## src/rtl/aidr_pkg.sv

```systemverilog
`timescale 1ns / 1ps

package aidr_pkg;

    localparam int IN_CHANNELS  = 8;
    localparam int OUT_CHANNELS = 8;
    localparam int COUNT_BITS   = 8;

    localparam int CHAN_W    = (IN_CHANNELS > 1) ? $clog2(IN_CHANNELS) : 1;
    localparam int OUT_IDX_W = (OUT_CHANNELS > 1) ? $clog2(OUT_CHANNELS) : 1;
    localparam int STABLE_W  = 8;
    localparam int TARGET_W  = 4;
    localparam int CMP_W     = (COUNT_BITS > STABLE_W) ? COUNT_BITS : STABLE_W;

    localparam logic [COUNT_BITS-1:0] COUNT_MAX = '1;
    localparam logic [3:0]            NO_OUTPUT = 4'd8;

    // configuration register indexes
    localparam logic [2:0] REG_ENABLE     = 3'd0;
    localparam logic [2:0] REG_IN_NORMAL  = 3'd1;
    localparam logic [2:0] REG_STABLE     = 3'd2;
    localparam logic [2:0] REG_TARGET_MAP = 3'd3;
    localparam logic [2:0] REG_OUT_NORMAL = 3'd4;

    typedef enum logic [1:0] {
        ST_IDLE,
        ST_SCAN,
        ST_FLUSH
    } aidr_state_t;

    typedef struct packed {
        logic              load;   // capture sample word
        logic              prime;  // first tick: load accepted levels
        logic              step;   // process channel chan
        logic              flush;  // push pending result as last of tick
        logic [CHAN_W-1:0] chan;
    } aidr_cmd_t;

    typedef struct packed {
        logic primed;
        logic hit;        // current channel yields a result
        logic pend_valid;
        logic out_free;   // output register can take a word this cycle
    } aidr_sts_t;

    typedef struct packed {
        logic [2:0] in_channel;
        logic       new_level;
        logic       abnormal;
        logic [3:0] out_channel;
        logic       out_drive;
    } aidr_res_t;

endpackage

```

## src/rtl/aidr_ctrl.sv

```systemverilog
`timescale 1ns / 1ps

module aidr_ctrl (
    input  logic                clk,
    input  logic                rst_n,
    input  logic                in_valid,
    output logic                in_ready,
    input  aidr_pkg::aidr_sts_t sts,
    output aidr_pkg::aidr_cmd_t cmd
);

    aidr_pkg::aidr_state_t state_reg, state_next;
    logic [aidr_pkg::CHAN_W-1:0] chan_reg, chan_next;

    logic in_acc;
    logic stall;
    logic last_chan;

    assign in_acc    = in_valid && in_ready;
    assign stall     = sts.hit && sts.pend_valid && !sts.out_free;
    assign last_chan = (chan_reg == aidr_pkg::CHAN_W'(aidr_pkg::IN_CHANNELS - 1));

    always_ff @(posedge clk or negedge rst_n)
    begin
        if (!rst_n)
        begin
            state_reg <= aidr_pkg::ST_IDLE;
            chan_reg  <= '0;
        end
        else
        begin
            state_reg <= state_next;
            chan_reg  <= chan_next;
        end
    end

    // next state
    always_comb
    begin
        state_next = state_reg;
        chan_next  = chan_reg;
        case (state_reg)
            aidr_pkg::ST_IDLE:
            begin
                chan_next = '0;
                if (in_acc && sts.primed)
                    state_next = aidr_pkg::ST_SCAN;
            end
            aidr_pkg::ST_SCAN:
            begin
                if (!stall)
                begin
                    if (last_chan)
                        state_next = aidr_pkg::ST_FLUSH;
                    else
                        chan_next = chan_reg + 1'b1;
                end
            end
            aidr_pkg::ST_FLUSH:
            begin
                if (!sts.pend_valid || sts.out_free)
                    state_next = aidr_pkg::ST_IDLE;
            end
            default:
                state_next = aidr_pkg::ST_IDLE;
        endcase
    end

    // outputs
    always_comb
    begin
        in_ready  = 1'b0;
        cmd       = '0;
        cmd.chan  = chan_reg;
        case (state_reg)
            aidr_pkg::ST_IDLE:
            begin
                in_ready  = 1'b1;
                cmd.load  = in_valid;
                cmd.prime = in_valid && !sts.primed;
            end
            aidr_pkg::ST_SCAN:
                cmd.step = !stall;
            aidr_pkg::ST_FLUSH:
                cmd.flush = sts.pend_valid && sts.out_free;
            default:
                cmd = '0;
        endcase
    end

endmodule

```

## src/rtl/aidr_dp.sv

```systemverilog
`timescale 1ns / 1ps

module aidr_dp (
    input  logic                clk,
    input  logic                rst_n,
    input  logic                cfg_valid,
    input  logic [2:0]          cfg_index,
    input  logic [63:0]         cfg_data,
    input  logic [7:0]          alarm_sample,
    input  aidr_pkg::aidr_cmd_t cmd,
    output aidr_pkg::aidr_sts_t sts,
    output logic                out_valid,
    input  logic                out_ready,
    output logic [2:0]          in_channel,
    output logic                new_level,
    output logic                abnormal,
    output logic [3:0]          out_channel,
    output logic                out_drive,
    output logic                last_event
);

    localparam int NI = aidr_pkg::IN_CHANNELS;
    localparam int CB = aidr_pkg::COUNT_BITS;

    logic [7:0]  enable_reg;
    logic [7:0]  in_normal_reg;
    logic [63:0] stable_reg;
    logic [31:0] target_map_reg;
    logic [7:0]  out_normal_reg;

    logic [NI-1:0] sample_reg;
    logic [NI-1:0] levels_reg, levels_next;
    logic [CB-1:0] count_reg [NI];
    logic          primed_reg;

    aidr_pkg::aidr_res_t pend_reg, res_now, out_reg;
    logic                pend_valid_reg;
    logic                out_valid_reg;
    logic                out_last_reg;

    logic                              lvl, old, differ, reach, en;
    logic [CB-1:0]                     cnt, cnt_inc, cnt_next;
    logic [aidr_pkg::STABLE_W-1:0]     stable;
    logic [aidr_pkg::TARGET_W-1:0]     tgt;
    logic                              push_mid;

    // config
    always_ff @(posedge clk or negedge rst_n)
    begin
        if (!rst_n)
        begin
            enable_reg     <= '0;
            in_normal_reg  <= '0;
            stable_reg     <= '0;
            target_map_reg <= '1;
            out_normal_reg <= '0;
        end
        else if (cfg_valid)
        begin
            case (cfg_index)
                aidr_pkg::REG_ENABLE:     enable_reg     <= cfg_data[7:0];
                aidr_pkg::REG_IN_NORMAL:  in_normal_reg  <= cfg_data[7:0];
                aidr_pkg::REG_STABLE:     stable_reg     <= cfg_data;
                aidr_pkg::REG_TARGET_MAP: target_map_reg <= cfg_data[31:0];
                aidr_pkg::REG_OUT_NORMAL: out_normal_reg <= cfg_data[7:0];
                default: ;
            endcase
        end
    end

    // per-channel evaluation
    always_comb
    begin
        lvl     = sample_reg[cmd.chan];
        old     = levels_reg[cmd.chan];
        cnt     = count_reg[cmd.chan];
        differ  = lvl ^ old;
        cnt_inc = (cnt == aidr_pkg::COUNT_MAX) ? cnt : cnt + 1'b1;
        stable  = stable_reg[8*cmd.chan +: 8];
        reach   = differ && (aidr_pkg::CMP_W'(cnt_inc) >= aidr_pkg::CMP_W'(stable));
        en      = enable_reg[cmd.chan];
        tgt     = target_map_reg[4*cmd.chan +: 4];

        if (!differ || reach)
            cnt_next = '0;
        else
            cnt_next = cnt_inc;

        levels_next            = levels_reg;
        levels_next[cmd.chan]  = reach ? lvl : old;

        res_now.in_channel = 3'(cmd.chan);
        res_now.new_level  = lvl;
        res_now.abnormal   = lvl ^ in_normal_reg[cmd.chan];
        if (tgt >= aidr_pkg::TARGET_W'(aidr_pkg::OUT_CHANNELS))
        begin
            res_now.out_channel = aidr_pkg::NO_OUTPUT;
            res_now.out_drive   = 1'b0;
        end
        else
        begin
            res_now.out_channel = tgt;
            res_now.out_drive   = out_normal_reg[tgt[aidr_pkg::OUT_IDX_W-1:0]]
                                  ^ res_now.abnormal;
        end
    end

    assign sts.primed     = primed_reg;
    assign sts.hit        = reach && en;
    assign sts.pend_valid = pend_valid_reg;
    assign sts.out_free   = !out_valid_reg || out_ready;

    assign push_mid = cmd.step && sts.hit && pend_valid_reg;

    // debounce state
    always_ff @(posedge clk or negedge rst_n)
    begin
        if (!rst_n)
        begin
            primed_reg <= 1'b0;
            levels_reg <= '0;
            for (int i = 0; i < NI; i++)
                count_reg[i] <= '0;
        end
        else if (cmd.prime)
        begin
            primed_reg <= 1'b1;
            levels_reg <= alarm_sample[NI-1:0];
            for (int i = 0; i < NI; i++)
                count_reg[i] <= '0;
        end
        else if (cmd.step)
        begin
            levels_reg          <= levels_next;
            count_reg[cmd.chan] <= cnt_next;
        end
    end

    always_ff @(posedge clk)
    begin
        if (cmd.load)
            sample_reg <= alarm_sample[NI-1:0];
    end

    // pending result and output word
    always_ff @(posedge clk or negedge rst_n)
    begin
        if (!rst_n)
        begin
            pend_valid_reg <= 1'b0;
            out_valid_reg  <= 1'b0;
        end
        else
        begin
            if (cmd.step && sts.hit)
                pend_valid_reg <= 1'b1;
            else if (cmd.flush)
                pend_valid_reg <= 1'b0;

            if (push_mid || cmd.flush)
                out_valid_reg <= 1'b1;
            else if (out_ready)
                out_valid_reg <= 1'b0;
        end
    end

    always_ff @(posedge clk)
    begin
        if (cmd.step && sts.hit)
            pend_reg <= res_now;
        if (push_mid || cmd.flush)
        begin
            out_reg      <= pend_reg;
            out_last_reg <= cmd.flush;
        end
    end

    assign out_valid   = out_valid_reg;
    assign in_channel  = out_reg.in_channel;
    assign new_level   = out_reg.new_level;
    assign abnormal    = out_reg.abnormal;
    assign out_channel = out_reg.out_channel;
    assign out_drive   = out_reg.out_drive;
    assign last_event  = out_last_reg;

endmodule

```

## src/rtl/alarm_input_debounce_relay.sv

```systemverilog
`timescale 1ns / 1ps
// Alarm input debounce and relay.
// Input channel (in_valid/in_ready, alarm_sample): one word per poll tick,
// bit i the sampled level of alarm input i.
// Output channel (out_valid/out_ready): one word per accepted level change
// on an enabled input, in ascending channel order; last_event marks the
// final word of a tick. A tick with no change gives no word.
// Config channel (cfg_valid/cfg_ready, cfg_index, cfg_data): always ready,
// one register per write; unknown indexes are dropped. Write only when idle.
// Sequencing: the first tick after reset only loads the accepted levels.
// Later ticks are scanned one input per cycle by the sequencer while the
// scan does not stall, and closed by a flush; a new tick is not taken
// until the flush is done.
// A result is held one slot behind the scan so the last word can be marked;
// it reaches the output register at the next hit or at the flush.
// Stall: the scan halts on a hit only when both the pending slot and the
// output register are full, and the flush waits for the output register.
// Reset: config returns to defaults, levels and counts clear, output empty.

module alarm_input_debounce_relay (
    input  logic        clk,
    input  logic        rst_n,
    input  logic        cfg_valid,
    output logic        cfg_ready,
    input  logic [2:0]  cfg_index,
    input  logic [63:0] cfg_data,
    input  logic        in_valid,
    output logic        in_ready,
    input  logic [7:0]  alarm_sample,
    output logic        out_valid,
    input  logic        out_ready,
    output logic [2:0]  in_channel,
    output logic        new_level,
    output logic        abnormal,
    output logic [3:0]  out_channel,
    output logic        out_drive,
    output logic        last_event
);

    aidr_pkg::aidr_cmd_t cmd;
    aidr_pkg::aidr_sts_t sts;

    // config writes are always accepted
    assign cfg_ready = 1'b1;

    aidr_ctrl u_ctrl (
        .clk      (clk),
        .rst_n    (rst_n),
        .in_valid (in_valid),
        .in_ready (in_ready),
        .sts      (sts),
        .cmd      (cmd)
    );

    aidr_dp u_dp (
        .clk          (clk),
        .rst_n        (rst_n),
        .cfg_valid    (cfg_valid),
        .cfg_index    (cfg_index),
        .cfg_data     (cfg_data),
        .alarm_sample (alarm_sample),
        .cmd          (cmd),
        .sts          (sts),
        .out_valid    (out_valid),
        .out_ready    (out_ready),
        .in_channel   (in_channel),
        .new_level    (new_level),
        .abnormal     (abnormal),
        .out_channel  (out_channel),
        .out_drive    (out_drive),
        .last_event   (last_event)
    );

endmodule

```

## config.mk

```make
export PLATFORM = sky130hd
export DESIGN_NAME = alarm_input_debounce_relay
export DESIGN_NICKNAME = d
export VERILOG_FILES = /design/src/rtl/aidr_pkg.sv /design/src/rtl/aidr_ctrl.sv /design/src/rtl/aidr_dp.sv /design/src/rtl/alarm_input_debounce_relay.sv
export SDC_FILE = /design/constraint.sdc
export NUM_CORES = 1
export LEC_CHECK = 0
export ABC_CLOCK_PERIOD_IN_PS = 12100
export BUFFER_PORTS_ARGS = -buffer_cell sky130_fd_sc_hd__buf_2
export CORE_MARGIN = 3
export CORE_UTILIZATION = 32
export DETAILED_ROUTE_END_ITERATION = 8
export GPL_ROUTABILITY_DRIVEN = 0
export GPL_TIMING_DRIVEN = 1
export PLACE_DENSITY = 0.56
export SETUP_SLACK_MARGIN = 0.15
export SLEW_MARGIN = 20
export SYNTH_ARGS = -nofsm -noshare
export SYNTH_HDL_FRONTEND = slang
export SYNTH_SLANG_ARGS = --single-unit
```

## constraint.sdc

```tcl
create_clock -name clk -period 12.1 [get_ports clk]
set_input_delay 0.605 -clock clk [delete_from_list [all_inputs] [get_ports clk]]
set_output_delay 0.605 -clock clk [all_outputs]
set_load 0.1 [all_outputs]
```

==> flow_metrics.py <==
metrics = {
    "routing": {
        "drt_iter0_drc": 620,
        "drt-wirelength-per-cell_microns": 21.3,
        "num_vias": 7851,
        "routed_via_density": 5.41,
        "firstDrtPassIters": 5,
        "drc": 0,
        "wirelength_microns": 30900,
        "ant_nets": 0,
    },
    "timing": {
        "setup_tns_ns": 0,
        "fmax_ghz": 0.148,
        "drv_slew": 0,
        "tightest_slew_ns": 1.08,
        "hold_ws_ns": 0.111,
        "rsz0062_at_grt": "no",
        "setup_viol": 0,
        "slew_headroom": 0.276,
        "setup_ws_ns": 5.36,
        "fin_crit_sh": 0.557,
        "finalHoldViolCount": 0,
        "layout_min_cycle_time_ns": 6.74,
        "skew_ns": 0.0102,
    },
    "critical_path": {
        "crit_path_start": "u_ctrl.state_reg[0]",
        "reg2reg_from": "u_ctrl.state_reg[0]",
        "crit_end": "u_dp.out_channel[3]",
        "cp.arrival_ns": 6.91,
        "cp-start-kind": "register",
        "cp_data_required_time_ns": 12.28,
        "worstSetupPathType": "register to register",
        "crit_path_end_kind": "register",
        "rrSetupSlack_ns": 5.36,
        "ff2ff_path_depth": 19,
        "timing.rr.end": "u_dp.out_channel[3]",
        "worstPathMaxFanout": 14,
    },
    "synthesis": {
        "synth.avg_cell_area_sq_um": 11.9,
        "synth-xor-area-share": 0.00312,
        "yosys_warnings": 0,
        "synth_fa_ha_area_frac": 0.0127,
        "synth_top_family_by_area": "multiplexers",
        "synth_compound_area_frac": 0.120,
        "synth-edff-count": 29,
        "ys_seq_elements": 229,
        "muxShareOfSynthArea": 0.159,
        "synth_area_sq_um": 10800,
        "synth_simple_gate_area_share": 0.131,
        "synth_ff_type": "dfrtp_1",
        "syn-instance-count": 913,
        "synth_cell_types": 76,
        "async_flop_share": 0.873,
        "syn-num-nets": 1004,
        "seq_area_frac_synth": 0.546,
    },
    "clocking": {
        "clock-root-buffer": "clkbuf_16",
        "cts_sinks": 229,
        "postCtsHoldBufs": 0,
        "clkSlewWorstSetupHoldPaths_ns": 0.06,
        "ctsResizeCount": 0,
        "htreeDepth": 1,
        "clock_path_buffers": 3,
        "clk_latency_ns": 0.52,
        "cts_inserted_buffers": 25,
        "post-cts-setup-buffers": 0,
        "cts_tree": "built",
    },
    "power_and_ir_drop": {
        "ir_worst_vdd_mv": 0.194,
        "leakagePower_nw": 5.15,
        "power_density_nw_per_um2": 283,
        "p_total_mw": 3.53,
    },
    "die": {
        "die_x_microns": 190,
        "coreArea_sq_um": 32900,
        "io_pins": 94,
        "rows": 66,
        "fp.dieH_microns": 190,
        "start_util": 0.329,
        "dieArea_sq_um": 36100,
    },
    "placement": {
        "io_buffers": 92,
        "placed_cells": 1406,
        "hpwlAfterDp_microns": 21200,
        "dp_slack_ns": 5.52,
        "placed_area_sq_um": 11700,
    },
    "global_route": {
        "grt_max_degree": 87,
        "grt_usage": 0.168,
        "overflow": 0,
        "grt_pass1_wl_microns": 47200,
        "antenna_found_initial": 0,
        "grt_pass1_vias": 7605,
    },
    "layout": {
        "final_core_util": 0.379,
        "drive_gt1_frac": 0.330,
        "fillerInstances": 3199,
        "num-nets-final": 1082,
        "antenna_cells": 0,
        "final_area_sq_um": 12500,
        "stdcell_count": 1452,
        "syn_to_final_growth_pct": 15.1,
    },
    "outcome": {
        "status": "complete, no violations",
    },
    "min_path": {
        "hold_path.class": "input pin to async pin",
    },
    "job": {
        "max_cap_viol_count": 0,
    },
}
==> cell families after synthesis <==
group                    count (synthesis)
AO/OA/AOI/OAI                          196
XOR/XNOR                                 3
adder cells (fa/ha/maj)                 11
buffers and inverters                   61
flip-flops                             229
multiplexers                           153
other                                    1
AND/OR/NAND/NOR                        259
==> worst min path at each step <==
stage	startpoint	endpoint	slack [ns]	cells after the start
6_report	rst_n	u_dp.stable_reg[33]	0.11	1
5_1_grt	rst_n	u_dp.stable_reg[33]	0.17	1
4_1_cts	rst_n	u_dp.stable_reg[33]	0.15	1
3_5_place_dp	u_dp.pend_reg[1]	u_dp.out_channel[0]	0.41	0
3_3_place_gp	u_dp.pend_reg[8]	u_dp.in_channel[1]	0.40	0
2_1_floorplan	rst_n	u_ctrl.chan_reg[0]	0.31	0
==> Yosys cell counts (all sizes together) (4+ instances only) <==
cell type	n	share of area
o22ai	16	0.0092
o21a	5	0.0035
a22oi	26	0.018
buf	32	0.018
a221oi	6	0.0048
nand3	87	0.046
mux2	133	0.14
clkbuf	23	0.0081
nor3b	7	0.0048
nor2	36	0.013
and3	19	0.011
dfrtp	168	0.39
inv	6	0.0021
o211ai	4	0.0028
a21oi	11	0.0051
a22o	10	0.0081
a221o	5	0.0046
nand2	44	0.015
nor3	18	0.0088
and2	7	0.0040
dfstp	32	0.078
o21ai	79	0.037
nor4	4	0.0023
mux2i	18	0.017
a21o	5	0.0035
nand2b	12	0.0069
nor2b	8	0.0046
ha	11	0.013
o32ai	4	0.0032
and4	4	0.0032
edfxtp	29	0.080
==> routing by layer <==
| layer | GRT usage | wire [microns] |
|---|---|---|
| met1 | 0.261 | 14900 |
| met2 | 0.240 | 13100 |
| met3 | 0.0324 | 2110 |
| met4 | 0.0438 | 746 |
| met5 | 0 | 0 |
==> critical path, stage by stage, from the launching register on <==
cell	delay, ns
dfrtp_1	0.62
nand2_1	0.46
nand2_1	0.25
inv_1	0.19
a222oi_1	0.34
o21ai_1	0.23
ha_1	0.28
and2_1	0.20
nand3_1	0.22
o21ai_1	0.14
xor2_2	0.42
inv_1	0.09
ha_1	0.29
nor2_1	0.04
nor4_1	0.27
a21oi_1	0.18
nor4_1	0.67
and3_1	0.29
nor3b_2	0.70
a21o_1	0.47
==> report_power, final <==
group | leakage, nW | switching (mW) | total [mW] | internal (mW)
clock | 0.378 | 0.304 | 0.722 | 0.418
combinational | 2.05 | 1.11 | 1.63 | 0.529
sequential | 2.72 | 0.121 | 1.17 | 1.05
total | 5.15 | 1.53 | 3.53 | 2.00
==> layout by cell type (no fill, tap or decap), drive strengths merged, types with 5 or more instances in the layout <==
cell type  instances
o21ai             79
clkbuf            38
nor3b              7
ha                11
a22o              10
a21oi             11
a21o               5
dfstp             32
mux2             133
o22ai             16
nor3              18
and2               7
nand2b            12
inv                9
and3              19
dfrtp            168
nor2              36
a221oi             6
edfxtp            29
nand3             87
a22oi             26
o21a               5
nor2b              8
buf              105
a221o              5
mux2i             18
nand2             44
==> final cells by class <==
cell class                 instances  area, sq um  area share
clock buffer                      37          691      0.0553
clock inverter                     9         81.3     0.00652
inverter                           6         22.5     0.00180
multi-input combinational        623         4640       0.372
sequential                       229         5920       0.474
tap                              442          553      0.0443
timing repair buffer             106          574      0.0460
No activity file was read; power rests on OpenSTA's default activity.
